===== src/hdl/hash_join_on_node_id_macros.svh =====
// ---------------------------------------------------------------------------
// Assertion macros for the hash join engine
// Shared concurrent assertion forms, clocked on clock and held off in reset.
// ---------------------------------------------------------------------------
`ifndef HASH_JOIN_ON_NODE_ID_MACROS_SVH
`define HASH_JOIN_ON_NODE_ID_MACROS_SVH

// same-cycle implication
`define HJN_ASSERT_NOW(label, ante, cons, msg) \
   label: assert property (@(posedge clock) disable iff (reset) (ante) |-> (cons)) \
      else $error(msg);

// next-cycle implication
`define HJN_ASSERT_NEXT(label, ante, cons, msg) \
   label: assert property (@(posedge clock) disable iff (reset) (ante) |=> (cons)) \
      else $error(msg);

`endif


===== src/hdl/hjn_pkg.sv =====
// ---------------------------------------------------------------------------
// Hash join package
// Defaults, hash constants and transaction codes of the hash join engine.
// ---------------------------------------------------------------------------
package hjn_pkg;

   localparam int NUM_BUCKETS_DEF  = 64;
   localparam int BUCKET_DEPTH_DEF = 16;
   localparam int PAYLOAD_BITS_DEF = 16;

   localparam logic [63:0] MIX_MUL1 = 64'hbf58476d1ce4e5b9;
   localparam logic [63:0] MIX_MUL2 = 64'h94d049bb133111eb;
   localparam int MIX_SHIFT1 = 30;
   localparam int MIX_SHIFT2 = 27;
   localparam int MIX_SHIFT3 = 31;

   localparam logic FUNC_BUILD = 1'b0;
   localparam logic FUNC_PROBE = 1'b1;

   typedef enum logic [1:0] {
      ST_MATCH    = 2'd0,
      ST_NO_MATCH = 2'd1,
      ST_FULL     = 2'd2
   } status_type;

endpackage


===== src/hdl/hjn_hash.sv =====
// ---------------------------------------------------------------------------
// Bucket hash unit
// splitmix64 finaliser on one shared 32x32 multiplier, then a four bits per
// cycle remainder by the bucket count.
// ---------------------------------------------------------------------------
module hjn_hash #(
   parameter int NUM_BUCKETS = hjn_pkg::NUM_BUCKETS_DEF,
   localparam int BW = $clog2(NUM_BUCKETS)
) (
   input  logic          clock,
   input  logic          reset,
   input  logic          start,
   input  logic [63:0]   key,
   output logic          done,
   output logic [BW-1:0] bucket
);

   localparam int DIGIT = 4;
   localparam int STEPS = 64 / DIGIT;
   localparam int SW    = $clog2(STEPS);
   localparam logic [BW:0] NB = (BW+1)'(NUM_BUCKETS);

   typedef enum logic [1:0] {H_IDLE, H_MUL, H_MOD} hstate_type;

   hstate_type    state_ff, state_in;
   logic [63:0]   x_ff, x_in;
   logic [63:0]   acc_ff, acc_in;
   logic [63:0]   prod_ff, prod_in;
   logic [1:0]    ph_ff, ph_in;
   logic          round_ff, round_in;
   logic [BW-1:0] rem_ff, rem_in;
   logic [SW-1:0] cnt_ff, cnt_in;
   logic          done_ff, done_in;

   logic [63:0]   mul_c;
   logic [31:0]   mul_a;
   logic [31:0]   mul_b;
   logic [63:0]   mul_p;
   logic [63:0]   msum;
   logic [BW:0]   t;
   logic [BW-1:0] r;

   assign mul_c = round_ff ? hjn_pkg::MIX_MUL2 : hjn_pkg::MIX_MUL1;
   assign mul_a = (ph_ff == 2'd2) ? x_ff[63:32] : x_ff[31:0];
   assign mul_b = (ph_ff == 2'd1) ? mul_c[63:32] : mul_c[31:0];
   assign mul_p = 64'(mul_a) * 64'(mul_b);
   assign msum  = acc_ff + {prod_ff[31:0], 32'h0};

   always_comb begin
      state_in = state_ff;
      x_in     = x_ff;
      acc_in   = acc_ff;
      prod_in  = prod_ff;
      ph_in    = ph_ff;
      round_in = round_ff;
      rem_in   = rem_ff;
      cnt_in   = cnt_ff;
      done_in  = 1'b0;
      r        = rem_ff;
      t        = '0;
      case (state_ff)
         H_IDLE: begin
            if (start) begin
               x_in     = key ^ (key >> hjn_pkg::MIX_SHIFT1);
               ph_in    = 2'd0;
               round_in = 1'b0;
               state_in = H_MUL;
            end
         end
         H_MUL: begin
            ph_in = ph_ff + 2'd1;
            case (ph_ff)
               2'd0: prod_in = mul_p;
               2'd1: begin
                  prod_in = mul_p;
                  acc_in  = prod_ff;
               end
               2'd2: begin
                  prod_in = mul_p;
                  acc_in  = msum;
               end
               default: begin
                  if (!round_ff) begin
                     x_in     = msum ^ (msum >> hjn_pkg::MIX_SHIFT2);
                     round_in = 1'b1;
                  end else begin
                     x_in     = msum ^ (msum >> hjn_pkg::MIX_SHIFT3);
                     rem_in   = '0;
                     cnt_in   = '0;
                     state_in = H_MOD;
                  end
               end
            endcase
         end
         H_MOD: begin
            for (int j = 0; j < DIGIT; j++) begin
               t = {r, x_ff[63-j]};
               if (t >= NB) begin
                  t = t - NB;
               end
               r = t[BW-1:0];
            end
            rem_in = r;
            x_in   = x_ff << DIGIT;
            cnt_in = cnt_ff + SW'(1);
            if (cnt_ff == SW'(STEPS - 1)) begin
               done_in  = 1'b1;
               state_in = H_IDLE;
            end
         end
         default: state_in = H_IDLE;
      endcase
   end

   always_ff @(posedge clock) begin
      if (reset) begin
         state_ff <= H_IDLE;
         done_ff  <= 1'b0;
         ph_ff    <= 2'd0;
         round_ff <= 1'b0;
         cnt_ff   <= '0;
      end else begin
         state_ff <= state_in;
         done_ff  <= done_in;
         ph_ff    <= ph_in;
         round_ff <= round_in;
         cnt_ff   <= cnt_in;
      end
      x_ff    <= x_in;
      acc_ff  <= acc_in;
      prod_ff <= prod_in;
      rem_ff  <= rem_in;
   end

   assign done   = done_ff;
   assign bucket = rem_ff;

endmodule


===== config.mk =====
export PLATFORM = sky130hd
export DESIGN_NAME = hjn_hash
export DESIGN_NICKNAME = d
export VERILOG_FILES = /design/src/hdl/hash_join_on_node_id_macros.svh /design/src/hdl/hjn_pkg.sv /design/src/hdl/hjn_hash.sv
export SDC_FILE = /design/constraint.sdc
export NUM_CORES = 2
export LEC_CHECK = 0
export BUFFER_PORTS_ARGS = -buffer_cell sky130_fd_sc_hd__buf_2
export CELL_PAD_IN_SITES_DETAIL_PLACEMENT = 0
export CELL_PAD_IN_SITES_GLOBAL_PLACEMENT = 1
export CORE_UTILIZATION = 44
export CTS_BUF_LIST = sky130_fd_sc_hd__clkbuf_8
export CTS_CLUSTER_SIZE = 40
export DETAILED_ROUTE_END_ITERATION = 10
export GPL_ROUTABILITY_DRIVEN = 0
export GPL_TIMING_DRIVEN = 0
export PLACE_DENSITY = 0.81
export REMOVE_ABC_BUFFERS = 1
export SYNTH_ARGS = -nofsm -noshare
export SYNTH_HDL_FRONTEND = slang
export SYNTH_SLANG_ARGS = --single-unit

===== constraint.sdc =====
create_clock -name clock -period 17.8 [get_ports clock]
set_input_delay 3.56 -clock clock [delete_from_list [all_inputs] [get_ports clock]]
set_output_delay 3.56 -clock clock [all_outputs]
set_load 0.02 [all_outputs]

==> After elaboration in Yosys (flattened, before gate mapping) <==
Cells that the tools add are included.
{ "word_totals": {"wordCells": 81, "regBits": 208, "input_bits": 67, "out_inout_bits": 7} }
{ "classes": {"bitwise": 4, "n_eq_ne": 9, "reduce_logical": 15, "n_mux": 32, "multipliers": 1, "add_sub_neg": 7, "order_cmp": 4} }
{ "ops": {"columns": ["operator", "count"], "rows": [
  ["64-bit two-way mux", 3],
  ["64-bit case mux with 3 select lines", 1],
  ["64-bit case mux with 2 select lines", 1],
  ["64-bit adder", 1],
  ["32-bit by 32-bit multiplier with 64-bit output", 1],
  ["32-bit two-way mux", 2],
  ["64-bit by 33-bit XOR with 64-bit output", 1],
  ["64-bit by 34-bit XOR with 64-bit output", 1],
  ["64-bit by 37-bit XOR with 64-bit output", 1],
  ["62-bit two-way mux", 1],
  ["6-bit two-way mux", 9],
  ["7-bit >= comparator, second input constant", 4],
  ["6-bit by 1-bit subtractor with 6-bit output, second input constant", 4],
  ["6-bit case mux with 2 select lines", 1],
  ["2-bit two-way mux", 5],
  ["3-bit AND reduction", 3],
  ["4-bit two-way mux", 2],
  ["2-bit inequality test, second input constant", 4],
  ["4-bit case mux with 2 select lines", 1],
  ["2-bit case mux with 3 select lines", 1],
  ["2-bit AND reduction", 3],
  ["2-bit nonzero test", 3],
  ["4-bit by 1-bit adder with 4-bit output, second input constant", 1],
  ["2-bit by 1-bit == test with 1-bit output, second input constant", 2],
  ["other kinds (12)", 16]
]} }

==> Depth between registers and ports, before layout <==
{ "depth": {"word_depth": 12, "ltp_mapped": 35, "mapped_depth_nobuf": 33} }

==> Least setup slack after synthesis <==
OpenSTA, ideal clock, no wires.
{ "synth_path": {"kind": "reg2reg", "from": "register ph_ff[0]", "to": "register prod_ff[60] (data pin)", "setup_time_ns": 0.281, "required_ns": 17.519, "arrival_time_ns": 8.704, "path_stages_with_launch": 31, "path_buffers": 2, "setup_slack_ns": 8.815, "synth_period_minus_slack_ns": 8.985, "cell_sequence": "dfxtp_1 -> inv_1 -> ha_1 -> clkbuf_1 -> clkbuf_1 -> mux2_2 -> inv_1 -> nor2_1 -> a21oi_1 -> inv_1 -> fa_1 -> fa_1 -> fa_1 -> inv_1 -> fa_1 -> inv_1 -> fa_1 -> fa_1 -> fa_1 -> fa_1 -> ha_1 -> a21oi_1 -> o21ai_0 -> a211o_1 -> a32o_1 -> a221o_1 -> a21oi_1 -> o22ai_1 -> a41oi_2 -> o21a_1 -> o311ai_0"} }
{ "synth_via": {"elab_chain_len": 3, "word_cells_on_any_way": 5, "classes_between": "mul (1); eq/ne (2); mux (2)"} }
{ "synth_lines": {"columns": ["element", "line", "text"], "rows": [
  ["start: declaration", "hjn_hash.sv:29", "logic [1:0] ph_ff, ph_in;"],
  ["start signal: assignment", "hjn_hash.sv:125", "ph_ff <= ph_in;"],
  ["2-bit == test / 2-bit by 1-bit == test with 1-bit output (equally long branches)", "hjn_hash.sv:44, hjn_hash.sv:45", null],
  ["32-bit two-way mux (on tied branches)", "hjn_hash.sv:44, hjn_hash.sv:45", null],
  ["32-bit by 32-bit multiplier with 64-bit output *", "hjn_hash.sv:46", "assign mul_p = 64'(mul_a) * 64'(mul_b);"],
  ["named net mul_p[60]", "hjn_hash.sv:38", "logic [63:0] mul_p;"],
  ["end signal: assignment", "hjn_hash.sv:131", "prod_ff <= prod_in;"],
  ["end: declaration", "hjn_hash.sv:28", "logic [63:0] prod_ff, prod_in;"]
]} }
Mark *: on every way through the listed nets, which the timed path passes. The rest lies on a longest branch.
A chain may end at the register's enable or synchronous reset.

==> Worst setup path after layout <==
{ "layout_path": {"from": "register round_ff", "to": "register prod_ff[63] (data pin)"} }
{ "layout_via": {"elab_chain_len": 3} }
{ "layout_lines": {"columns": ["element", "line", "text"], "rows": [
  ["start: declaration", "hjn_hash.sv:30", "logic round_ff, round_in;"],
  ["start signal: assignment", "hjn_hash.sv:126", "round_ff <= round_in;"],
  ["62-bit two-way mux", "hjn_hash.sv:43", "assign mul_c = round_ff ? hjn_pkg::MIX_MUL2 : hjn_pkg::MIX_MUL1;"],
  ["32-bit two-way mux", "hjn_hash.sv:45", "assign mul_b = (ph_ff == 2'd1) ? mul_c[63:32] : mul_c[31:0];"],
  ["32-bit by 32-bit multiplier with 64-bit output", "hjn_hash.sv:46", null],
  ["named net mul_p[63]", "hjn_hash.sv:38", null]
]} }
The timed path passes the listed nets, and every way through them passes these cells.

==> results.yml <==
global_routing:
  grt.overflow.total: 0
  grt_max_degree: 102
  grt_pass1_vias: 30140
  grt_pass1_wl_um: 188600
  antenna_found_initial: 2
  grt_usage_pct: 27.48
timing:
  worst_pin_slew_ns: 1.470
  rsz0062_at_grt: "false"
  period_minus_slack_ns: 11.50
  final_max_slew_viol_count: 0
  fin_ws_ns: 6.304
  worst_clock_skew_ns: 0.03136
  relSlewSlack_pct: 1.755
  period_share_pct: 64.59
  setup_viol: 0
  clock.fmax_ghz: 0.08698
  hold_viol_final: 0
cts:
  clk_latency_ns: 0.62
  cts_made_buffers: 30
  cts_root_buffer: "clkbuf_8"
  cts_setup_buffers: 0
  path_clk_slew_ns: 0.07
  cts_resized: 0
  cts_tree: "built"
  htree_levels: 1
  tritoncts_num_sinks: 208
  cts_buffer_depth: 3
  cts_hold_buf: 0
logic_synthesis:
  async_reset_ff_share_pct: 0
  postSynthCellCount: 4121
  synth_edf_count: 198
  synth_area_mm2: 0.04041
  synthDistinctLibCells: 73
  synth-main-ff-cell: "edfxtp_1"
  ys_ff_latch: 208
  seq_area_frac_synth_pct: 15.21
  avgSynthCellArea_um2: 9.805
  ys_warn_count: 0
setup_path:
  r2r-start: "round_ff$_SDFFE_PP0P_"
  worstSetupStartpointType: "flip-flop"
  critPathBufInv: 7
  rr_endpoint: "prod_ff[63]$_DFFE_PP_"
  worst_path_largest_cell_delay_ns: 1.28
  r2r_cells: 29
  required_ns: 18.14
  timing.setup.critical_path_class: "reg -> reg"
  ff2ff_setup_slack_ns: 6.30
  worstSetupPathDepth: 29
  worst-path-max-fanout: 69
  slowest_stage: "nand2_1"
  crit_family: "adder cells"
  endpoint_kind: "flip-flop"
  cpMostUsedCell: "fa_1"
  arrival_ns: 11.84
routing:
  highest_layer: "met4"
  drt_iter0_markers: 2954
  final_antenna_net_count: 0
  dr_wl_met3_um: 11670
  totalWireLength_um: 126200
  first_pass_iters: 6
  routedWlPerCell_um: 23.72
  wl_met2_um: 54040
  routed_via_density: 5.541
  drt-met1-wl_um: 51680
  drc: 0
  vias: 29480
min_path:
  hp-start: "cnt_ff[1]$_SDFFE_PP0P_"
  min_path_type: "reg -> reg"
  worst_hold_path.endpoint: "cnt_ff[1]$_SDFFE_PP0P_"
  whs_path_depth: 2
floorplan:
  placementRows: 110
  coreArea_mm2: 0.09042
  die_y_um: 305.0
  dieArea_mm2: 0.09305
  io_pins: 74
  start_util_pct: 44.69
  dieWidth_um: 305.0
finish:
  drive_above_1_share_pct: 5.431
  syn_to_final_growth_pct: 5.806
  mostFrequentLayoutCells: "1081 x inv_1, 802 x fa_1, 385 x ha_1, 329 x nor2_1, 242 x nand2_1"
  final_common_cell: "inv_1"
  fin_nets: 5382
placed_design:
  place_ws_ns: 6.617
  io_buffers: 73
  hpwl_um: 109700
flow_run:
  maxCapViolCount: 1
run_status:
  outcome: "complete, but fails checks"
  violations: "capacitance limit"
cells by family after synthesis:
logic type	share of synthesized area, %
buffers and inverters	11.22
adder cells (fa/ha/maj)	51.84
AND/OR/NAND/NOR	8.098
AO/OA/AOI/OAI	7.961
flip-flops	15.21
XOR/XNOR	3.273
multiplexers	2.400
sequential cells by signal, summed over array words and instances (netlist names):
name and flops:
acc_ff 64, bucket 6, cnt_ff 4, done 1
ph_ff 2, prod_ff 64, round_ff 1, state_ff 2
x_ff 64
how the worst max path moves through the flow:
stage / end / slack [ns] / start
after floorplan: prod_ff[60]$_DFFE_PP_ / 5.76 / round_ff$_SDFFE_PP0P_
after global placement: prod_ff[62]$_DFFE_PP_ / -0.52 / round_ff$_SDFFE_PP0P_
after detailed placement: prod_ff[63]$_DFFE_PP_ / 6.62 / ph_ff[0]$_SDFFE_PP0P_
after CTS: prod_ff[63]$_DFFE_PP_ / 6.57 / ph_ff[0]$_SDFFE_PP0P_
after global routing: prod_ff[62]$_DFFE_PP_ / 6.11 / round_ff$_SDFFE_PP0P_
final: prod_ff[63]$_DFFE_PP_ / 6.30 / round_ff$_SDFFE_PP0P_
metal layers:
metal  vias to the layer above  track usage (%)
met5                         -                0
met4                         0            15.42
met3                       296            4.464
met2                      1548            40.47
met1                     14850            38.58
li1                      12780                -
cell type report:
cell class,count,area [µm²]
diodes,1,2.502
clock buffers,30,412.9
clock inverters,23,102.6
fillers,8537,47670
inverters,1081,4063
multi-input cells,2706,29820
flip-flops and latches,208,6150
well taps,1176,1471
repair buffers,95,732.0
through the flow:
step | area [µm²] | utilization (%) | std cells | setup TNS, ns | hold slack, ns
2_1_floorplan | 39930 | - | 3995 | 0 | 0.4431
3_3_place_gp | 41770 | 46.19 | 5244 | -4.129 | 0.4634
3_5_place_dp | 42230 | 46.71 | 5266 | 0 | 0.4721
4_1_cts | 42750 | 47.28 | 5319 | 0 | 0.4807
5_1_grt | 42750 | 47.28 | 5319 | 0 | 0.5249
6_report | 42750 | 47.28 | 5320 | 0 | 0.4801
worst register-to-register path: cells and delay by family (launching register included):
kind                       cells  cell delay, ns
xor gates and xnor gates       1            0.13
and+or+nand+nor                7            3.08
adders and majority gates      9            4.41
DFF                            1            0.61
AOI/OAI and AO/OA              5            1.71
buffers and inverters          7            1.28
synthesized netlist by cell type (12+ instances only):
library cell | n | share of area [%]
inv_1 | 1077 | 10
fa_1 | 802 | 40
ha_1 | 391 | 12
nor2_1 | 333 | 3.1
nand2_1 | 242 | 2.2
edfxtp_1 | 198 | 15
a21oi_1 | 181 | 2.2
clkbuf_1 | 107 | 0.99
xnor2_1 | 96 | 2.1
o21ai_0 | 94 | 1.2
mux2_2 | 55 | 1.5
xor2_1 | 55 | 1.2
a21o_1 | 52 | 0.97
nor2b_1 | 43 | 0.67
a22oi_1 | 36 | 0.67
mux2i_1 | 35 | 0.87
nor3_1 | 33 | 0.41
nand3_1 | 27 | 0.33
a31oi_1 | 24 | 0.37
and2_1 | 19 | 0.29
buf_1 | 18 | 0.17
nand4_1 | 14 | 0.22
o22ai_1 | 13 | 0.20
a21boi_0 | 12 | 0.22
o21a_1 | 12 | 0.22
o21bai_1 | 12 | 0.22
Power is left out: the tool's default activity adds up to more than one toggle a clock period on the data nets, which glitch-free logic cannot reach.
